### src/hdl/atc_pkg.sv
// Shared types and constants of the assembly token classifier.
// Transaction structs, kind and error codes, delimiter codes, mnemonic table.
// No dependencies.
package atc_pkg;

    typedef struct packed {
        logic [7:0] ch;
        logic       ch_valid;
        logic       line_end;
    } t_in_item;

    typedef struct packed {
        logic [31:0] token_text;
        logic [2:0]  token_length;
        logic [2:0]  token_kind;
        logic        token_valid;
        logic [1:0]  error_code;
        logic        line_last;
    } t_out_item;

    // token kinds
    localparam logic [2:0] KIND_INSTR  = 3'd0;
    localparam logic [2:0] KIND_REG8   = 3'd1;
    localparam logic [2:0] KIND_ADDR   = 3'd2;
    localparam logic [2:0] KIND_VALUE  = 3'd3;
    localparam logic [2:0] KIND_DELAY  = 3'd4;
    localparam logic [2:0] KIND_SOUND  = 3'd5;

    // error codes
    localparam logic [1:0] ERR_NONE    = 2'd0;
    localparam logic [1:0] ERR_EMPTY   = 2'd1;
    localparam logic [1:0] ERR_LONG    = 2'd2;

    // delimiters
    localparam logic [7:0] CH_SPACE    = 8'h20;
    localparam logic [7:0] CH_COMMA    = 8'h2C;
    localparam logic [7:0] CH_SEMI     = 8'h3B;

    localparam int unsigned NUM_MNEM   = 16;

    localparam logic [31:0] MNEM_TEXT [NUM_MNEM] = '{
        {"ADD", 8'h00}, {"SUB", 8'h00}, "SUBN",         {"AND", 8'h00},
        {"OR", 16'h0000}, {"XOR", 8'h00}, {"SE", 16'h0000}, {"SNE", 8'h00},
        {"SYS", 8'h00}, {"JP", 16'h0000}, {"LD", 16'h0000}, {"DRW", 8'h00},
        {"SKP", 8'h00}, "CALL",         {"CLS", 8'h00}, {"RET", 8'h00}
    };

    localparam logic [2:0] MNEM_LEN [NUM_MNEM] = '{
        3'd3, 3'd3, 3'd4, 3'd3, 3'd2, 3'd3, 3'd2, 3'd3,
        3'd3, 3'd2, 3'd2, 3'd3, 3'd3, 3'd4, 3'd3, 3'd3
    };

endpackage

### src/hdl/assembly_token_classifier.sv
// Top level of the assembly token classifier: token state, result register.
// Depends on atc_pkg, atc_in_stage and atc_classify.
//
//  channel  direction  valid         stall         payload
//  input    in         i_in_valid    o_in_stall    i_in_data  (t_in_item)
//  output   out        o_out_valid   i_out_stall   o_out_data (t_out_item)
//
// One character per cycle while the output is not stalled. A character passes through the input
// register, then through the fold/compare/classify logic into the result register.
// Reset (i_rst_n low, synchronous) empties both registers and clears the token
// buffer, count, skip flag and line-open flag.
// A stall on the output holds the result register; the input register then fills
// and o_in_stall rises. Transactions that yield no result are consumed without
// touching the output.
module assembly_token_classifier #(
    parameter int unsigned TOKEN_CHARS = 4
) (
    input  logic               i_clk,
    input  logic               i_rst_n,
    input  logic               i_in_valid,
    output logic               o_in_stall,
    input  atc_pkg::t_in_item  i_in_data,
    output logic               o_out_valid,
    input  logic               i_out_stall,
    output atc_pkg::t_out_item o_out_data
);
    import atc_pkg::*;

    // count must reach TOKEN_CHARS + 1, the overlong mark
    localparam int unsigned CW = $clog2(TOKEN_CHARS + 2);
    localparam logic [CW-1:0] CNT_MAX  = CW'(TOKEN_CHARS);
    localparam logic [CW-1:0] CNT_LONG = CW'(TOKEN_CHARS + 1);
    localparam logic [CW-1:0] CNT_SAT  = CW'(7);

    // input register
    logic     w_in_valid;
    t_in_item w_item;
    logic     w_proc;

    // token state
    logic [31:0]   r_buf,  n_buf;
    logic [CW-1:0] r_cnt,  n_cnt;
    logic          r_skip, n_skip;
    logic          r_open, n_open;

    // result register
    logic      r_out_valid;
    t_out_item r_out;
    logic      w_out_ready;

    // datapath
    logic [7:0]    w_ch;
    logic          w_delim;
    logic          w_take_ch;
    logic [31:0]   w_buf_add;
    logic [CW-1:0] w_cnt_add;
    logic [31:0]   w_cl_buf;
    logic [CW-1:0] w_cl_cnt;
    logic [2:0]    w_cl_len;
    logic [2:0]    w_kind;
    logic          w_do_close;
    logic          w_empty;
    logic          w_have;
    t_out_item     w_res;

    assign w_out_ready = !r_out_valid || !i_out_stall;
    assign w_proc      = w_in_valid && w_out_ready;

    atc_in_stage u_in (
        .i_clk     (i_clk),
        .i_rst_n   (i_rst_n),
        .i_valid   (i_in_valid),
        .o_stall   (o_in_stall),
        .i_data    (i_in_data),
        .i_consume (w_proc),
        .o_valid   (w_in_valid),
        .o_data    (w_item)
    );

    // fold a-z to upper case, spot delimiters
    assign w_ch = (w_item.ch >= "a" && w_item.ch <= "z") ? (w_item.ch - 8'd32) : w_item.ch;
    assign w_delim = (w_ch == CH_SPACE) || (w_ch == CH_COMMA) || (w_ch == CH_SEMI);
    assign w_take_ch = w_item.ch_valid && !r_skip && !w_delim;

    // buffer and count after appending this character
    always_comb begin
        w_buf_add = r_buf;
        w_cnt_add = r_cnt;
        if (r_cnt < CNT_MAX) begin
            w_cnt_add = r_cnt + CW'(1);
            if (r_cnt < CW'(4)) begin
                w_buf_add = r_buf | ({24'h000000, w_ch} << {~r_cnt[1:0], 3'b000});
            end
        end else begin
            w_cnt_add = CNT_LONG;
        end
    end

    // token being closed: line end takes the just-appended character along
    assign w_cl_buf = w_take_ch ? w_buf_add : r_buf;
    assign w_cl_cnt = w_take_ch ? w_cnt_add : r_cnt;
    assign w_cl_len = (w_cl_cnt > CNT_SAT) ? 3'd7 : w_cl_cnt[2:0];

    atc_classify u_cls (
        .i_text (w_cl_buf),
        .i_len  (w_cl_len),
        .o_kind (w_kind)
    );

    // empty line: bare marker with line end before any character of the line
    assign w_empty    = w_item.line_end && !w_item.ch_valid && !r_open;
    assign w_do_close = !r_skip &&
                        ((w_item.ch_valid && w_delim) ||
                         (w_item.line_end && (w_item.ch_valid || r_open)));

    always_comb begin
        w_res  = '0;
        w_have = w_item.line_end;
        n_buf  = r_buf;
        n_cnt  = r_cnt;
        n_skip = r_skip;
        n_open = r_open || w_item.ch_valid;

        if (w_do_close) begin
            n_buf = '0;
            n_cnt = '0;
            if (w_cl_cnt != '0) begin
                w_have = 1'b1;
                if (w_cl_cnt > CNT_MAX) begin
                    // overlong: drop the rest of the line
                    w_res.error_code = ERR_LONG;
                    n_skip           = 1'b1;
                end else begin
                    w_res.token_text   = w_cl_buf;
                    w_res.token_length = w_cl_len;
                    w_res.token_kind   = w_kind;
                    w_res.token_valid  = 1'b1;
                end
            end
        end else if (w_take_ch) begin
            n_buf = w_buf_add;
            n_cnt = w_cnt_add;
        end

        if (w_empty) begin
            w_res.error_code = ERR_EMPTY;
        end

        if (w_item.line_end) begin
            w_res.line_last = 1'b1;
            n_buf  = '0;
            n_cnt  = '0;
            n_skip = 1'b0;
            n_open = 1'b0;
        end
    end

    always_ff @(posedge i_clk) begin
        if (!i_rst_n) begin
            r_buf  <= '0;
            r_cnt  <= '0;
            r_skip <= 1'b0;
            r_open <= 1'b0;
        end else if (w_proc) begin
            r_buf  <= n_buf;
            r_cnt  <= n_cnt;
            r_skip <= n_skip;
            r_open <= n_open;
        end
    end

    always_ff @(posedge i_clk) begin
        if (!i_rst_n) begin
            r_out_valid <= 1'b0;
        end else if (w_out_ready) begin
            r_out_valid <= w_proc && w_have;
        end
    end

    always_ff @(posedge i_clk) begin
        if (w_proc && w_have) begin
            r_out <= w_res;
        end
    end

    assign o_out_valid = r_out_valid;
    assign o_out_data  = r_out;

`ifndef ASSERT_OFF
    a_cnt_bound: assert property (@(posedge i_clk) disable iff (!i_rst_n)
        r_cnt <= CNT_LONG)
        else $error("token count beyond overlong mark");

    a_err_no_token: assert property (@(posedge i_clk) disable iff (!i_rst_n)
        o_out_valid && o_out_data.error_code != ERR_NONE |-> !o_out_data.token_valid)
        else $error("error result carries a token");

    a_empty_last: assert property (@(posedge i_clk) disable iff (!i_rst_n)
        o_out_valid && o_out_data.error_code == ERR_EMPTY |-> o_out_data.line_last)
        else $error("empty-line error without line_last");

    a_line_clears: assert property (@(posedge i_clk) disable iff (!i_rst_n)
        w_proc && w_item.line_end |=> r_cnt == '0 && !r_skip && !r_open && r_buf == '0)
        else $error("line end left token state behind");

    a_line_result: assert property (@(posedge i_clk) disable iff (!i_rst_n)
        w_proc && w_item.line_end |=> o_out_valid && o_out_data.line_last)
        else $error("line end produced no closing result");
`endif

endmodule

### src/hdl/atc_in_stage.sv
// Input register of the token classifier: holds one input transaction.
// Depends on atc_pkg for the transaction struct.
module atc_in_stage (
    input  logic              i_clk,
    input  logic              i_rst_n,
    input  logic              i_valid,
    output logic              o_stall,
    input  atc_pkg::t_in_item i_data,
    input  logic              i_consume,
    output logic              o_valid,
    output atc_pkg::t_in_item o_data
);
    import atc_pkg::*;

    logic     r_valid;
    t_in_item r_data;
    logic     w_load;

    assign o_stall = r_valid && !i_consume;
    assign w_load  = i_valid && !o_stall;

    always_ff @(posedge i_clk) begin
        if (!i_rst_n) begin
            r_valid <= 1'b0;
        end else if (w_load) begin
            r_valid <= 1'b1;
        end else if (i_consume) begin
            r_valid <= 1'b0;
        end
    end

    always_ff @(posedge i_clk) begin
        if (w_load) begin
            r_data <= i_data;
        end
    end

    assign o_valid = r_valid;
    assign o_data  = r_data;

endmodule

### src/hdl/atc_classify.sv
// Keyword classifier: maps a token of up to four characters to its kind.
// Depends on atc_pkg for the mnemonic table and kind codes.
module atc_classify (
    input  logic [31:0] i_text,
    input  logic [2:0]  i_len,
    output logic [2:0]  o_kind
);
    import atc_pkg::*;

    logic       w_mnem;
    logic [7:0] w_c0;
    logic [7:0] w_c1;
    logic       w_vreg;

    assign w_c0 = i_text[31:24];
    assign w_c1 = i_text[23:16];

    always_comb begin
        w_mnem = 1'b0;
        for (int i = 0; i < NUM_MNEM; i++) begin
            if (i_len == MNEM_LEN[i] && i_text == MNEM_TEXT[i]) begin
                w_mnem = 1'b1;
            end
        end
    end

    // V1..V9 and VA..VF; V0 stays a value
    assign w_vreg = (i_len == 3'd2) && (w_c0 == "V") &&
                    (((w_c1 >= "1") && (w_c1 <= "9")) || ((w_c1 >= "A") && (w_c1 <= "F")));

    always_comb begin
        if (w_mnem) begin
            o_kind = KIND_INSTR;
        end else if (w_vreg) begin
            o_kind = KIND_REG8;
        end else if (i_len == 3'd2 && i_text == {"DT", 16'h0000}) begin
            o_kind = KIND_DELAY;
        end else if (i_len == 3'd2 && i_text == {"ST", 16'h0000}) begin
            o_kind = KIND_SOUND;
        end else if (i_len == 3'd1 && i_text == {"I", 24'h000000}) begin
            o_kind = KIND_ADDR;
        end else begin
            o_kind = KIND_VALUE;
        end
    end

endmodule
### config.mk
export PLATFORM = sky130hd
export DESIGN_NAME = assembly_token_classifier
export DESIGN_NICKNAME = d
export VERILOG_FILES = /design/src/hdl/atc_pkg.sv /design/src/hdl/assembly_token_classifier.sv /design/src/hdl/atc_in_stage.sv /design/src/hdl/atc_classify.sv
export SDC_FILE = /design/constraint.sdc
export NUM_CORES = 1
export LEC_CHECK = 0
export BUFFER_PORTS_ARGS = -buffer_cell sky130_fd_sc_hd__buf_2
export CORE_AREA = 2 2 97 136
export CTS_CLUSTER_SIZE = 16
export DETAILED_ROUTE_END_ITERATION = 12
export DIE_AREA = 0 0 99 138
export GPL_ROUTABILITY_DRIVEN = 0
export PLACE_DENSITY = 0.58
export SLEW_MARGIN = 15
export SYNTH_ARGS = -nofsm -noshare
export SYNTH_HDL_FRONTEND = slang
export SYNTH_SLANG_ARGS = --single-unit
### constraint.sdc
create_clock -name i_clk -period 6.1 [get_ports i_clk]
set_input_delay 1.83 -clock i_clk [delete_from_list [all_inputs] [get_ports i_clk]]
set_output_delay 1.83 -clock i_clk [all_outputs]
set_load 0.005 [all_outputs]
==> results.toml <==
[synthesis]
synthTopCellsByArea = "edfxtp_1 32%, dfxtp_1 16%, nor2_1 6.8%, a21oi_1 4.1%, nor3_1 2.6%"
ys.flop_type = "edfxtp_1"
ys_seq_area_share_pct = 48.3
synth_area_sq_um = 4840
ys_warn_count = 0
syn_inst = 504
synth.avg_cell_area_sq_um = 9.61
yosysTopAreaCell = "edfxtp_1"
ys_types = 73
async_flop_share_pct = 0
ys_top_cells_by_count = "88 x nor2_1, 52 x edfxtp_1, 40 x a21oi_1"
synth_edf_count = 52
ys_ff_latch = 91
synth_top_area_share_pct = 32.2
synth_fp_nets = 520
synth_most_common_cell = "nor2_1"

[clock_tree]
htreeDepth = 3
clockBufferDepth = 2
hold_buffers = 0
cts_tree = "yes"
clock_tree.root_cell = "clkbuf_16"
postCtsResizedCells = 0
post-cts-setup-buffers = 0
clkSlewWorstSetupHoldPaths_ns = 0.06
cts_buffers = 9
cts_sinks = 91
clk_latency_ns = 0.35

[floorplanning]
dieArea_sq_um = 13700
start_util_pct = 38.5
ios = 58
die_w_microns = 99
die_h_microns = 138
coreArea_sq_um = 12600
num_rows = 49

[worst_setup_path]
crit_path_max_incr_delay_ns = 0.91
cp.arrival_ns = 4.40
crit_path_top_delay_cell = "a21oi_4"
worstSetupPathType = "flip-flop to flip-flop"
crit_top_cell = "o21ai_0"
crit_chain = "or4_4, o32a_1, nor2_2, o21ai_0, a21oi_1, o21ai_0, a21oi_4, buf_4"
start_kind = "flip-flop"
end_kind = "flip-flop"
worstPathMaxFanout = 36
required_ns = 6.15

[power]
p_leak_nw = 1.99
ir_drop_mv = 0.151
power.density_nw_per_um2 = 243
power_w = 0.00135

[global_route]
grt_max_degree = 37
grt_pass1_wl_microns = 21700
grt_pass1_vias = 4045
grt_usage_pct = 20.4
antenna_found_initial = 0
grt-ovfl-total = 0

[timing]
clock.fmax_ghz = 0.230
worst_slew_pin_slew_ns = 1.08
finalHoldViolations = 0
setup-violations-final = 0
finClkSkew_ns = 0.00397
maxSlewViolCount = 0
setup_tns_ns = 0
period_needed_ns = 4.35
final.period_utilization_pct = 71.3
maxSlewHeadroom_pct = 27.6
rsz0062_at_grt = "false"

[route]
drt_iter0_drc = 464
vias_per_cell = 5.94
drcViolationCount = 0
vias = 4200
wl_per_cell_microns = 19.4
wirelength_microns = 13700
ant_nets = 0
first_pass_iters = 5

[placed_design]
io_buffers = 57
postPlaceCellArea_sq_um = 5250
dp_cells = 691
place_hpwl_microns = 10200

[layout]
final_cell_area_sq_um = 5520
finalNonFillerCells = 707
nets = 565
drive_gt1_share_pct = 21.7
areaGrowthSynthToFinish_pct = 14.0
diodes = 0

[run]
drv_cap = 0

[worst_hold_path]
hold_path_class = "flip-flop to flip-flop"

[status]
status = "finished, final reports clean"
-- flip-flops by register name, summed over array words and instances (netlist names) --
name          count
o_out_data       42
o_out_valid       1
r_buf            32
r_cnt             3
r_open            1
r_skip            1
u_in.o_data      10
u_in.o_valid      1
-- power breakdown --
part | switching, W | internal (W) | leakage (nW)
registers | 0.0000193 | 0.000666 | 0.791
logic | 0.0000892 | 0.0000467 | 1.06
clock network | 0.000237 | 0.000287 | 0.140
-- cells by family (layout without fill, tap and decap cells) --
kind of cell	Yosys count	count (layout)	synth area share, %
buffers and inverters	35	85	3.20
muxes	2	2	0.697
adders and majority gates	2	2	0.516
xor gates and xnor gates	2	2	0.517
DFF	91	91	48.3
and+or+nand+nor	234	234	25.6
AOI/OAI and AO/OA	138	138	21.1
-- per-layer routing --
metal / routed length [microns] / global-route usage (%) / part of all wire (%) / up-vias
met3: 814 / 2.98 / 5.9 / 58
met5: 0 / 0 / 0 / -
met2: 6660 / 33.1 / 48 / 195
met4: 713 / 12.5 / 5.2 / 0
met1: 5560 / 25.2 / 40 / 1965
li1: - / - / - / 1982
-- through the flow --
| step | worst slack [ns] | hold WS, ns | utilization [%] |
|---|---|---|---|
| final | 1.75 | 0.479 | 44.0 |
| after global routing | 1.50 | 0.496 | 44.0 |
| after CTS | 1.72 | 0.478 | 44.0 |
| after detailed placement | 1.74 | 0.467 | 41.7 |
| after global placement | 1.90 | 0.450 | 41.7 |
| after floorplan | 1.45 | 0.437 | - |
-- area by class of cell --
| cell class | instances | area [sq um] |
|---|---|---|
| tap | 153 | 191 |
| clock inverter | 6 | 40.0 |
| sequential | 91 | 2340 |
| clock buffer | 10 | 239 |
| multi-input combinational | 378 | 2360 |
| inverter | 7 | 26.3 |
| fill | 1200 | 7040 |
| timing repair buffer | 62 | 323 |
-- cells in the final DEF (no fill, tap or decap), types with 9 or more instances in the layout --
cell type   n
buf_2      57
dfxtp_1    39
o21ai_0    17
nor2_1     88
a21o_1     10
a21oi_1    39
a21oi_2     9
and3_1     14
clkbuf_16   9
edfxtp_1   52
nand2_1    25
nor3_1     25
a31oi_1    13
nand3_1    10
nor4_1     10
-- path summary, 6_finish.rpt --
check | from | endpoint | slack, ns | cells after the start
worst max register to register | u_in.o_data[3] | o_out_data[31] | 1.75 | 8
worst min-delay path | r_buf[14] | r_buf[14] | 0.48 | 2
worst max-delay path | u_in.o_data[3] | o_out_data[31] | 1.75 | 8
worst min register to register | r_buf[14] | r_buf[14] | 0.48 | 2
-- worst max-delay path, delay by kind of cell (launching register included) --
kind / cells / cell delay [ns]
simple gates: 2 / 0.88
flops: 1 / 0.60
compound gates: 5 / 2.22
buf+inv: 1 / 0.34
Note: power is estimated with default switching activity, not from simulation.
